**src/hdl/shs_pkg.sv**
```systemverilog
// ----------------------------------------------------------------------------
// shs_pkg
// Shared types, codes, round constants and SHA-256 helper functions for the
// byte-stream SHA-256 hasher.
// ----------------------------------------------------------------------------
package shs_pkg;

    // Request command codes
    localparam logic [1:0] CMD_ABSORB        = 2'd0;
    localparam logic [1:0] CMD_ABSORB_FINISH = 2'd1;
    localparam logic [1:0] CMD_FINISH        = 2'd2;

    // Step counter of one compression: read, schedule and round overlap
    localparam logic [6:0]  STEP_FIRST_SCHED = 7'd1;
    localparam logic [6:0]  STEP_LAST_SCHED  = 7'd64;
    localparam logic [6:0]  STEP_FIRST_ROUND = 7'd2;
    localparam logic [6:0]  STEP_LAST_ROUND  = 7'd65;

    // Byte position from which the length field starts in a padded block
    localparam logic [5:0]  LEN_POS    = 6'd56;
    localparam logic [7:0]  PAD_MARK   = 8'h80;
    localparam logic [6:0]  FULL_LIMIT = 7'd64;
    localparam logic [2:0]  LAST_INDEX = 3'd7;

    typedef enum logic [2:0] {
        ST_IDLE,
        ST_RUN,
        ST_ADD,
        ST_EMIT
    } state_t;

    typedef enum logic [1:0] {
        MODE_FULL,
        MODE_PAD_A,
        MODE_PAD_B
    } mode_t;

    // How the sixteen message words of a block are formed
    typedef struct packed {
        logic [6:0] limit;   // bytes below this come from the buffer
        logic       mark;    // put the 0x80 marker at byte position limit
        logic       len_en;  // put the bit length in the last eight bytes
    } pad_t;

    // Controls from the sequencer to the round unit
    typedef struct packed {
        logic init;   // return hash words to the initial values
        logic load;   // copy hash words into the working variables
        logic step;   // run one round
        logic add;    // fold working variables into the hash words
    } rnd_ctl_t;

    localparam logic [31:0] INIT_H [8] = '{
        32'h6a09e667, 32'hbb67ae85, 32'h3c6ef372, 32'ha54ff53a,
        32'h510e527f, 32'h9b05688c, 32'h1f83d9ab, 32'h5be0cd19
    };

    localparam logic [31:0] ROUND_K [64] = '{
        32'h428a2f98, 32'h71374491, 32'hb5c0fbcf, 32'he9b5dba5,
        32'h3956c25b, 32'h59f111f1, 32'h923f82a4, 32'hab1c5ed5,
        32'hd807aa98, 32'h12835b01, 32'h243185be, 32'h550c7dc3,
        32'h72be5d74, 32'h80deb1fe, 32'h9bdc06a7, 32'hc19bf174,
        32'he49b69c1, 32'hefbe4786, 32'h0fc19dc6, 32'h240ca1cc,
        32'h2de92c6f, 32'h4a7484aa, 32'h5cb0a9dc, 32'h76f988da,
        32'h983e5152, 32'ha831c66d, 32'hb00327c8, 32'hbf597fc7,
        32'hc6e00bf3, 32'hd5a79147, 32'h06ca6351, 32'h14292967,
        32'h27b70a85, 32'h2e1b2138, 32'h4d2c6dfc, 32'h53380d13,
        32'h650a7354, 32'h766a0abb, 32'h81c2c92e, 32'h92722c85,
        32'ha2bfe8a1, 32'ha81a664b, 32'hc24b8b70, 32'hc76c51a3,
        32'hd192e819, 32'hd6990624, 32'hf40e3585, 32'h106aa070,
        32'h19a4c116, 32'h1e376c08, 32'h2748774c, 32'h34b0bcb5,
        32'h391c0cb3, 32'h4ed8aa4a, 32'h5b9cca4f, 32'h682e6ff3,
        32'h748f82ee, 32'h78a5636f, 32'h84c87814, 32'h8cc70208,
        32'h90befffa, 32'ha4506ceb, 32'hbef9a3f7, 32'hc67178f2
    };

    function automatic logic [31:0] big_sigma0(input logic [31:0] x);
        return {x[1:0], x[31:2]} ^ {x[12:0], x[31:13]} ^ {x[21:0], x[31:22]};
    endfunction

    function automatic logic [31:0] big_sigma1(input logic [31:0] x);
        return {x[5:0], x[31:6]} ^ {x[10:0], x[31:11]} ^ {x[24:0], x[31:25]};
    endfunction

    function automatic logic [31:0] small_sigma0(input logic [31:0] x);
        return {x[6:0], x[31:7]} ^ {x[17:0], x[31:18]} ^ {3'b000, x[31:3]};
    endfunction

    function automatic logic [31:0] small_sigma1(input logic [31:0] x);
        return {x[16:0], x[31:17]} ^ {x[18:0], x[31:19]} ^ {10'd0, x[31:10]};
    endfunction

endpackage

```
**src/hdl/shs_sched.sv**
```systemverilog
// ----------------------------------------------------------------------------
// shs_sched
// Message schedule: forms one padded or expanded message word per step from
// a sixteen-word sliding window and registers it with its round constant.
// ----------------------------------------------------------------------------
module shs_sched
(
    input  logic              clk,
    input  logic              en,
    input  logic [5:0]        idx,
    input  logic [31:0]       mem_word,
    input  shs_pkg::pad_t     pad,
    input  logic [63:0]       msg_len,
    output logic [31:0]       wk
);

    logic [31:0] win_reg [16];
    logic [31:0] wk_reg;
    logic [31:0] pad_word;
    logic [31:0] exp_word;
    logic [31:0] w;

    // Build a block word byte by byte: buffer, marker, length or zero
    always_comb
    begin
        logic [5:0] p;
        logic [5:0] len_sel;
        pad_word = '0;
        for (int i = 0; i < 4; i++)
        begin
            p       = {idx[3:0], 2'(i)};
            len_sel = {~p[2:0], 3'b000};
            if ({1'b0, p} < pad.limit)
            begin
                pad_word[(3 - i) * 8 +: 8] = mem_word[(3 - i) * 8 +: 8];
            end
            else if (pad.mark && ({1'b0, p} == pad.limit))
            begin
                pad_word[(3 - i) * 8 +: 8] = shs_pkg::PAD_MARK;
            end
            else if (pad.len_en && (p >= shs_pkg::LEN_POS))
            begin
                pad_word[(3 - i) * 8 +: 8] = msg_len[len_sel +: 8];
            end
        end
    end

    // Expand from the window once the sixteen block words are in
    assign exp_word = shs_pkg::small_sigma1(win_reg[14]) + win_reg[9]
                    + shs_pkg::small_sigma0(win_reg[1]) + win_reg[0];
    assign w        = (idx[5:4] == 2'b00) ? pad_word : exp_word;

    // Advance the window and hold the word plus constant for the round unit
    always_ff @(posedge clk)
    begin
        if (en)
        begin
            for (int i = 0; i < 15; i++)
            begin
                win_reg[i] <= win_reg[i + 1];
            end
            win_reg[15] <= w;
            wk_reg      <= w + shs_pkg::ROUND_K[idx];
        end
    end

    assign wk = wk_reg;

endmodule

```
**src/hdl/shs_round.sv**
```systemverilog
// ----------------------------------------------------------------------------
// shs_round
// Round unit: eight working variables updated one round per cycle, and the
// eight chaining hash words that collect each block's result.
// ----------------------------------------------------------------------------
module shs_round
(
    input  logic                clk,
    input  logic                rst_n,
    input  shs_pkg::rnd_ctl_t   ctl,
    input  logic [31:0]         wk,
    input  logic [2:0]          out_idx,
    output logic [31:0]         digest_word
);

    logic [31:0] hash_reg [8];
    logic [31:0] work_reg [8];
    logic [31:0] t1;
    logic [31:0] t2;
    logic [31:0] ch;
    logic [31:0] maj;

    // One SHA-256 round on the working variables
    assign ch  = (work_reg[4] & work_reg[5]) ^ (~work_reg[4] & work_reg[6]);
    assign maj = (work_reg[0] & work_reg[1]) ^ (work_reg[0] & work_reg[2])
               ^ (work_reg[1] & work_reg[2]);
    assign t1  = work_reg[7] + shs_pkg::big_sigma1(work_reg[4]) + ch + wk;
    assign t2  = shs_pkg::big_sigma0(work_reg[0]) + maj;

    // Hold the chaining value; fold in a finished block or restart it
    always_ff @(posedge clk or negedge rst_n)
    begin
        if (!rst_n)
        begin
            for (int i = 0; i < 8; i++)
            begin
                hash_reg[i] <= shs_pkg::INIT_H[i];
            end
        end
        else if (ctl.init)
        begin
            for (int i = 0; i < 8; i++)
            begin
                hash_reg[i] <= shs_pkg::INIT_H[i];
            end
        end
        else if (ctl.add)
        begin
            for (int i = 0; i < 8; i++)
            begin
                hash_reg[i] <= hash_reg[i] + work_reg[i];
            end
        end
    end

    // Load the working variables, then advance one round per step
    always_ff @(posedge clk)
    begin
        if (ctl.load)
        begin
            for (int i = 0; i < 8; i++)
            begin
                work_reg[i] <= hash_reg[i];
            end
        end
        else if (ctl.step)
        begin
            work_reg[7] <= work_reg[6];
            work_reg[6] <= work_reg[5];
            work_reg[5] <= work_reg[4];
            work_reg[4] <= work_reg[3] + t1;
            work_reg[3] <= work_reg[2];
            work_reg[2] <= work_reg[1];
            work_reg[1] <= work_reg[0];
            work_reg[0] <= t1 + t2;
        end
    end

    assign digest_word = hash_reg[out_idx];

endmodule

```
**src/hdl/sha256_stream_hasher_core.sv**
```systemverilog
// ----------------------------------------------------------------------------
// sha256_stream_hasher_core
// SHA-256 of a byte stream, one byte per request, digest out as eight words.
// ----------------------------------------------------------------------------
// Input channel s_*: s_tuser carries the command (absorb, absorb then finish,
// finish alone), s_tdata the message byte. An absorb that does not fill the
// 64-byte block leaves the block ready for the next byte. The byte that
// fills a block starts a compression by the single round unit, one round
// per cycle with the schedule word read and expanded ahead, then a fold into
// the hash words; s_tready stays low meanwhile.
// A finish pads the held bytes and compresses one or two more blocks
// (and first the full block if its own byte completed one), then offers
// the digest on m_*: eight words, index 0 most significant, m_tlast on the
// eighth. Each word holds until m_tready is high; a stalled receiver simply
// keeps the block in its output phase, and no new request is taken until the
// last word has gone. After that the hash words return to the initial values.
// Reset (rst_n low, asynchronous) loads the initial hash values, empties the
// byte count and the length count, and leaves the block idle and ready.
// ----------------------------------------------------------------------------
module sha256_stream_hasher_core
(
    input  logic        clk,
    input  logic        rst_n,
    input  logic        s_tvalid,
    output logic        s_tready,
    input  logic [7:0]  s_tdata,    // [7:0] data_byte
    input  logic [1:0]  s_tuser,    // [1:0] command
    output logic        m_tvalid,
    input  logic        m_tready,
    output logic [39:0] m_tdata,    // [31:0] digest_word, [34:32] word_index, pad
    output logic        m_tlast     // last_word
);

    shs_pkg::state_t    state_reg, state_next;
    shs_pkg::mode_t     mode_reg, mode_next;
    logic [5:0]         fill_reg, fill_next;
    logic [54:0]        blk_cnt_reg, blk_cnt_next;
    logic               fin_pend_reg, fin_pend_next;
    logic [6:0]         step_reg, step_next;
    logic [2:0]         out_idx_reg, out_idx_next;

    logic [31:0]        buf_mem [16];
    logic [31:0]        rd_word_reg;
    logic               in_fire;
    logic               out_fire;
    logic               wr_en;
    logic               sched_en;
    logic [5:0]         sched_idx;
    logic [63:0]        msg_len;
    logic [31:0]        digest_word;
    logic [31:0]        wk;
    shs_pkg::pad_t      pad;
    shs_pkg::rnd_ctl_t  rnd_ctl;

    assign in_fire  = s_tvalid && s_tready;
    assign out_fire = m_tvalid && m_tready;
    assign wr_en    = in_fire && ((s_tuser == shs_pkg::CMD_ABSORB)
                               || (s_tuser == shs_pkg::CMD_ABSORB_FINISH));

    // Write the byte into its big-endian lane; read one word per step
    always_ff @(posedge clk)
    begin
        if (wr_en)
        begin
            buf_mem[fill_reg[5:2]][{~fill_reg[1:0], 3'b000} +: 8] <= s_tdata;
        end
        rd_word_reg <= buf_mem[step_reg[3:0]];
    end

    // Message length in bits: whole blocks, then the held bytes
    assign msg_len = {blk_cnt_reg, fill_reg, 3'b000};

    // Word formation for the block in progress
    always_comb
    begin
        pad = '{limit: shs_pkg::FULL_LIMIT, mark: 1'b0, len_en: 1'b0};
        case (mode_reg)
            shs_pkg::MODE_FULL:
            begin
                pad = '{limit: shs_pkg::FULL_LIMIT, mark: 1'b0, len_en: 1'b0};
            end
            shs_pkg::MODE_PAD_A:
            begin
                pad = '{limit: {1'b0, fill_reg}, mark: 1'b1,
                        len_en: (fill_reg < shs_pkg::LEN_POS)};
            end
            shs_pkg::MODE_PAD_B:
            begin
                pad = '{limit: '0, mark: 1'b0, len_en: 1'b1};
            end
            default:
            begin
                pad = '{limit: shs_pkg::FULL_LIMIT, mark: 1'b0, len_en: 1'b0};
            end
        endcase
    end

    assign sched_en  = (state_reg == shs_pkg::ST_RUN)
                    && (step_reg >= shs_pkg::STEP_FIRST_SCHED)
                    && (step_reg <= shs_pkg::STEP_LAST_SCHED);
    assign sched_idx = step_reg[5:0] - 6'd1;

    // Sequencer: absorb, run compressions, then hand out the digest
    always_comb
    begin
        state_next    = state_reg;
        mode_next     = mode_reg;
        fill_next     = fill_reg;
        blk_cnt_next  = blk_cnt_reg;
        fin_pend_next = fin_pend_reg;
        step_next     = step_reg;
        out_idx_next  = out_idx_reg;
        rnd_ctl       = '0;
        s_tready      = 1'b0;
        m_tvalid      = 1'b0;

        case (state_reg)
            shs_pkg::ST_IDLE:
            begin
                s_tready  = 1'b1;
                step_next = '0;
                if (in_fire)
                begin
                    case (s_tuser)
                        shs_pkg::CMD_ABSORB, shs_pkg::CMD_ABSORB_FINISH:
                        begin
                            fill_next = fill_reg + 6'd1;
                            if (fill_reg == 6'd63)
                            begin
                                // block full: compress it, then finish if the command asked for it
                                mode_next     = shs_pkg::MODE_FULL;
                                fin_pend_next = (s_tuser == shs_pkg::CMD_ABSORB_FINISH);
                                state_next    = shs_pkg::ST_RUN;
                            end
                            else if (s_tuser == shs_pkg::CMD_ABSORB_FINISH)
                            begin
                                mode_next  = shs_pkg::MODE_PAD_A;
                                state_next = shs_pkg::ST_RUN;
                            end
                        end
                        shs_pkg::CMD_FINISH:
                        begin
                            mode_next  = shs_pkg::MODE_PAD_A;
                            state_next = shs_pkg::ST_RUN;
                        end
                        default:
                        begin
                            // unused command: drop it
                            state_next = shs_pkg::ST_IDLE;
                        end
                    endcase
                end
            end

            shs_pkg::ST_RUN:
            begin
                rnd_ctl.load = (step_reg == '0);
                rnd_ctl.step = (step_reg >= shs_pkg::STEP_FIRST_ROUND);
                step_next    = step_reg + 7'd1;
                if (step_reg == shs_pkg::STEP_LAST_ROUND)
                begin
                    state_next = shs_pkg::ST_ADD;
                end
            end

            shs_pkg::ST_ADD:
            begin
                rnd_ctl.add = 1'b1;
                step_next   = '0;
                case (mode_reg)
                    shs_pkg::MODE_FULL:
                    begin
                        blk_cnt_next = blk_cnt_reg + 55'd1;
                        if (fin_pend_reg)
                        begin
                            fin_pend_next = 1'b0;
                            mode_next     = shs_pkg::MODE_PAD_A;
                            state_next    = shs_pkg::ST_RUN;
                        end
                        else
                        begin
                            state_next = shs_pkg::ST_IDLE;
                        end
                    end
                    shs_pkg::MODE_PAD_A:
                    begin
                        if (fill_reg >= shs_pkg::LEN_POS)
                        begin
                            mode_next  = shs_pkg::MODE_PAD_B;
                            state_next = shs_pkg::ST_RUN;
                        end
                        else
                        begin
                            state_next = shs_pkg::ST_EMIT;
                        end
                    end
                    default:
                    begin
                        state_next = shs_pkg::ST_EMIT;
                    end
                endcase
            end

            shs_pkg::ST_EMIT:
            begin
                m_tvalid = 1'b1;
                if (out_fire)
                begin
                    out_idx_next = out_idx_reg + 3'd1;
                    if (out_idx_reg == shs_pkg::LAST_INDEX)
                    begin
                        // restart for the next message
                        rnd_ctl.init = 1'b1;
                        fill_next    = '0;
                        blk_cnt_next = '0;
                        state_next   = shs_pkg::ST_IDLE;
                    end
                end
            end

            default:
            begin
                state_next = shs_pkg::ST_IDLE;
            end
        endcase
    end

    // Hold sequencer state
    always_ff @(posedge clk or negedge rst_n)
    begin
        if (!rst_n)
        begin
            state_reg    <= shs_pkg::ST_IDLE;
            mode_reg     <= shs_pkg::MODE_FULL;
            fill_reg     <= '0;
            blk_cnt_reg  <= '0;
            fin_pend_reg <= 1'b0;
            step_reg     <= '0;
            out_idx_reg  <= '0;
        end
        else
        begin
            state_reg    <= state_next;
            mode_reg     <= mode_next;
            fill_reg     <= fill_next;
            blk_cnt_reg  <= blk_cnt_next;
            fin_pend_reg <= fin_pend_next;
            step_reg     <= step_next;
            out_idx_reg  <= out_idx_next;
        end
    end

    shs_sched u_sched
    (
        .clk      (clk),
        .en       (sched_en),
        .idx      (sched_idx),
        .mem_word (rd_word_reg),
        .pad      (pad),
        .msg_len  (msg_len),
        .wk       (wk)
    );

    shs_round u_round
    (
        .clk         (clk),
        .rst_n       (rst_n),
        .ctl         (rnd_ctl),
        .wk          (wk),
        .out_idx     (out_idx_reg),
        .digest_word (digest_word)
    );

    // Present the digest word with its position
    assign m_tdata = {5'd0, out_idx_reg, digest_word};
    assign m_tlast = (out_idx_reg == shs_pkg::LAST_INDEX);

endmodule

```
**config.mk**
```make
export PLATFORM = sky130hd
export DESIGN_NAME = sha256_stream_hasher_core
export DESIGN_NICKNAME = d
export VERILOG_FILES = /design/src/hdl/shs_pkg.sv /design/src/hdl/shs_sched.sv /design/src/hdl/shs_round.sv /design/src/hdl/sha256_stream_hasher_core.sv
export SDC_FILE = /design/constraint.sdc
export NUM_CORES = 2
export LEC_CHECK = 0
export CAP_MARGIN = 10
export CORE_MARGIN = 2
export CORE_UTILIZATION = 43
export CTS_BUF_LIST = sky130_fd_sc_hd__clkbuf_4 sky130_fd_sc_hd__clkbuf_8
export DETAILED_ROUTE_END_ITERATION = 10
export DONT_BUFFER_PORTS = 1
export SKIP_CTS_REPAIR_TIMING = 1
export SKIP_LAST_GASP = 1
export SYNTH_ARGS = -nofsm -noshare
export SYNTH_HDL_FRONTEND = slang
export SYNTH_SLANG_ARGS = --single-unit
```
**constraint.sdc**
```tcl
create_clock -name clk -period 66.1 [get_ports clk]
set_clock_uncertainty 0.2 [all_clocks]
set_input_delay 13.22 -clock clk [delete_from_list [all_inputs] [get_ports clk]]
set_output_delay 13.22 -clock clk [all_outputs]
set_load 0.02 [all_outputs]
```
==> flow_metrics.py <==
metrics = {
    "floorplan": {
        "fp.dieW_um": 468,
        "io_pins": 57,
        "dieArea_sq_um": 219000,
        "start_util_pct": 43.2,
        "die_h_um": 468,
        "rows": 170,
        "core_area_sq_um": 214000,
    },
    "setup_path": {
        "critical_path_class": "reg2out",
        "cp-start-kind": "register",
        "crit_path_end_kind": "output pin",
        "cp_max_fo": 39,
        "arrival_ps": 3810,
        "cp.required_ps": 52680,
    },
    "final_layout": {
        "fin_cells": 11100,
        "area_delta_synth_final_pct": 9.84,
        "drive_above_1_share_pct": 11.8,
        "layout.nets": 8657,
    },
    "timing": {
        "setup_tns_ps": 0,
        "fin_crit_sh_pct": 26.1,
        "setup_violations": 0,
        "slew_headroom_pct": -6.48,
        "max_freq_ghz": 0.0580,
        "rsz0062_at_grt": "false",
        "post-route-min-period_ps": 17230,
        "finalHoldViolations": 0,
        "maxSlewViolCount": 144,
        "max_slew.worst_pin.slew_ps": 1600,
    },
    "synth": {
        "synth_top_family_by_area": "compound AO/OA/AOI/OAI gates",
        "synth_area_sq_um": 92400,
        "synth_compound_gate_area_share_pct": 12.7,
        "synth_top_cells_by_area": "edfxtp_1, ha_1, dfrtp_1",
        "synthMuxAreaShare_pct": 5.98,
        "syn-mean-instance-area_sq_um": 11.5,
        "synth_top_area_share_pct": 42.6,
        "yosys.area.top_type": "edfxtp_1",
        "synth_edf_count": 1312,
        "synth_common_cells": "edfxtp_1, nand2_1, a21oi_1, o21ai_0, nor2_1",
        "ys_ff_latch": 1676,
        "synth.most_common_cell": "edfxtp_1",
        "async_reset_ff_share_pct": 19.8,
        "ys_types": 88,
        "ys_warn_count": 0,
        "synth_simple_gate_area_share_pct": 9.75,
        "synth_xor_area_share_pct": 6.24,
        "synth_cells": 8017,
        "yosysSeqAreaShare_pct": 52.5,
        "synth_flop_cell": "edfxtp_1",
        "synth_adder_area_share_pct": 9.77,
    },
    "clocking": {
        "h-tree-depth": 5,
        "path_clk_slew_ps": 60,
        "clk_path_buf_depth": 4,
        "cts_sinks": 1676,
        "cts_root_buf": "clkbuf_8",
        "cts_buffers": 309,
        "insertion_delay_ps": 1090,
        "cts_tree": "built",
    },
    "global_route": {
        "grt_util_met2_pct": 37.3,
        "grt_usage_pct": 26.4,
        "gr-usage-met1_pct": 39.0,
        "grt_pass1_vias": 62800,
        "grt_max_degree": 333,
        "busiest_layer": "met1",
        "overflow": 0,
        "antenna_found_initial": 15,
        "gr-usage-met3_pct": 6.21,
        "grt_pass1_wl_mm": 428,
    },
    "run": {
        "max_cap_violations": 0,
    },
    "drt": {
        "drc": 0,
        "first_pass_iters": 6,
        "drt_wl_total_mm": 292,
        "postRouteAntennaNets": 0,
        "wl_per_cell_um": 26.3,
        "first_iter_violations": 7713,
        "vias": 65700,
        "viasPerCell": 5.92,
    },
    "placed_design": {
        "gp_congestion": 0.986,
        "port_buffers": 0,
        "place_inst": 10600,
        "dp_hpwl_mm": 207,
    },
    "min_path": {
        "hold_path_class": "reg2reg",
    },
    "run_status": {
        "violations": "slew limit",
        "status": "finished, violations left",
    },
}
critical path, cell delays in order (launching register included):
cell and delay [ps]:
dfrtp_4 890, buf_4 780, mux4_2 680, mux2_2 380
final timing paths:
check	startpoint	to	slack [ps]	cells after the start
setup / recovery	out_idx_reg[0]$_DFFE_PN0P_	m_tdata[20]	48870	3
hold / removal	u_sched.win_reg[0][178]$_DFFE_PP_	u_sched.win_reg[0][146]$_DFFE_PP_	150	0
setup reg to reg	step_reg[1]$_DFFE_PN0P_	u_sched.wk[31]$_DFFE_PP_	56760	22
hold reg to reg	u_sched.win_reg[0][178]$_DFFE_PP_	u_sched.win_reg[0][146]$_DFFE_PP_	150	0
max in group asynchronous	rst_n	step_reg[1]$_DFFE_PN0P_	52560	0
min in group asynchronous	rst_n	u_round.hash_reg[86]$_DFFE_PN0P_	11700	0
layer usage:
metal  vias to the layer above  routed length [um]
met3                       557               30300
li1                      29200                   -
met1                     32800              127000
met5                         -                  27
met4                         4               12000
met2                      3184              123000
through the flow:
step | utilization [%] | hold slack, ps | area [sq um] | setup WS (ps)
after floorplan | - | 200 | 92400 | 19690
after detailed placement | 44.6 | 205 | 95400 | 49560
final | 47.4 | 152 | 102000 | 48870
after global placement | 44.6 | 200 | 95400 | 49500
after global routing | 47.4 | 179 | 102000 | 48680
after CTS | 47.4 | 152 | 101000 | 48710
kinds of logic after synthesis:
group / Yosys count
AND/OR/NAND/NOR: 2065
AO/OA/AOI/OAI: 1874
flip-flops: 1676
buffers and inverters: 755
XOR/XNOR: 658
adder cells (fa/ha/maj): 626
multiplexers: 362
other: 1
area by class of cell:
type,instances,area (sq um)
clock buffers,411,5170
flip-flops and latches,1676,48500
clock inverters,123,895
inverters,388,1460
diodes,8,20.0
well taps,2838,3550
repair buffers,75,638
multi-input cells,5590,41200
fillers,19200,113000
layout by cell type, fill, tap and decap left out, drive strengths merged, types with 156 or more instances in the layout:
| cell | instances |
|---|---|
| nand3 | 156 |
| clkbuf | 411 |
| nand2 | 998 |
| nor2 | 469 |
| dfrtp | 196 |
| edfxtp | 1312 |
| a21oi | 550 |
| fa | 167 |
| o21ai | 489 |
| ha | 436 |
| xnor2 | 420 |
| xor2 | 238 |
| inv | 384 |
| a21o | 218 |
Power is left out: the tool's default activity adds up to more than one toggle a clock period on the data nets, which glitch-free logic cannot reach.
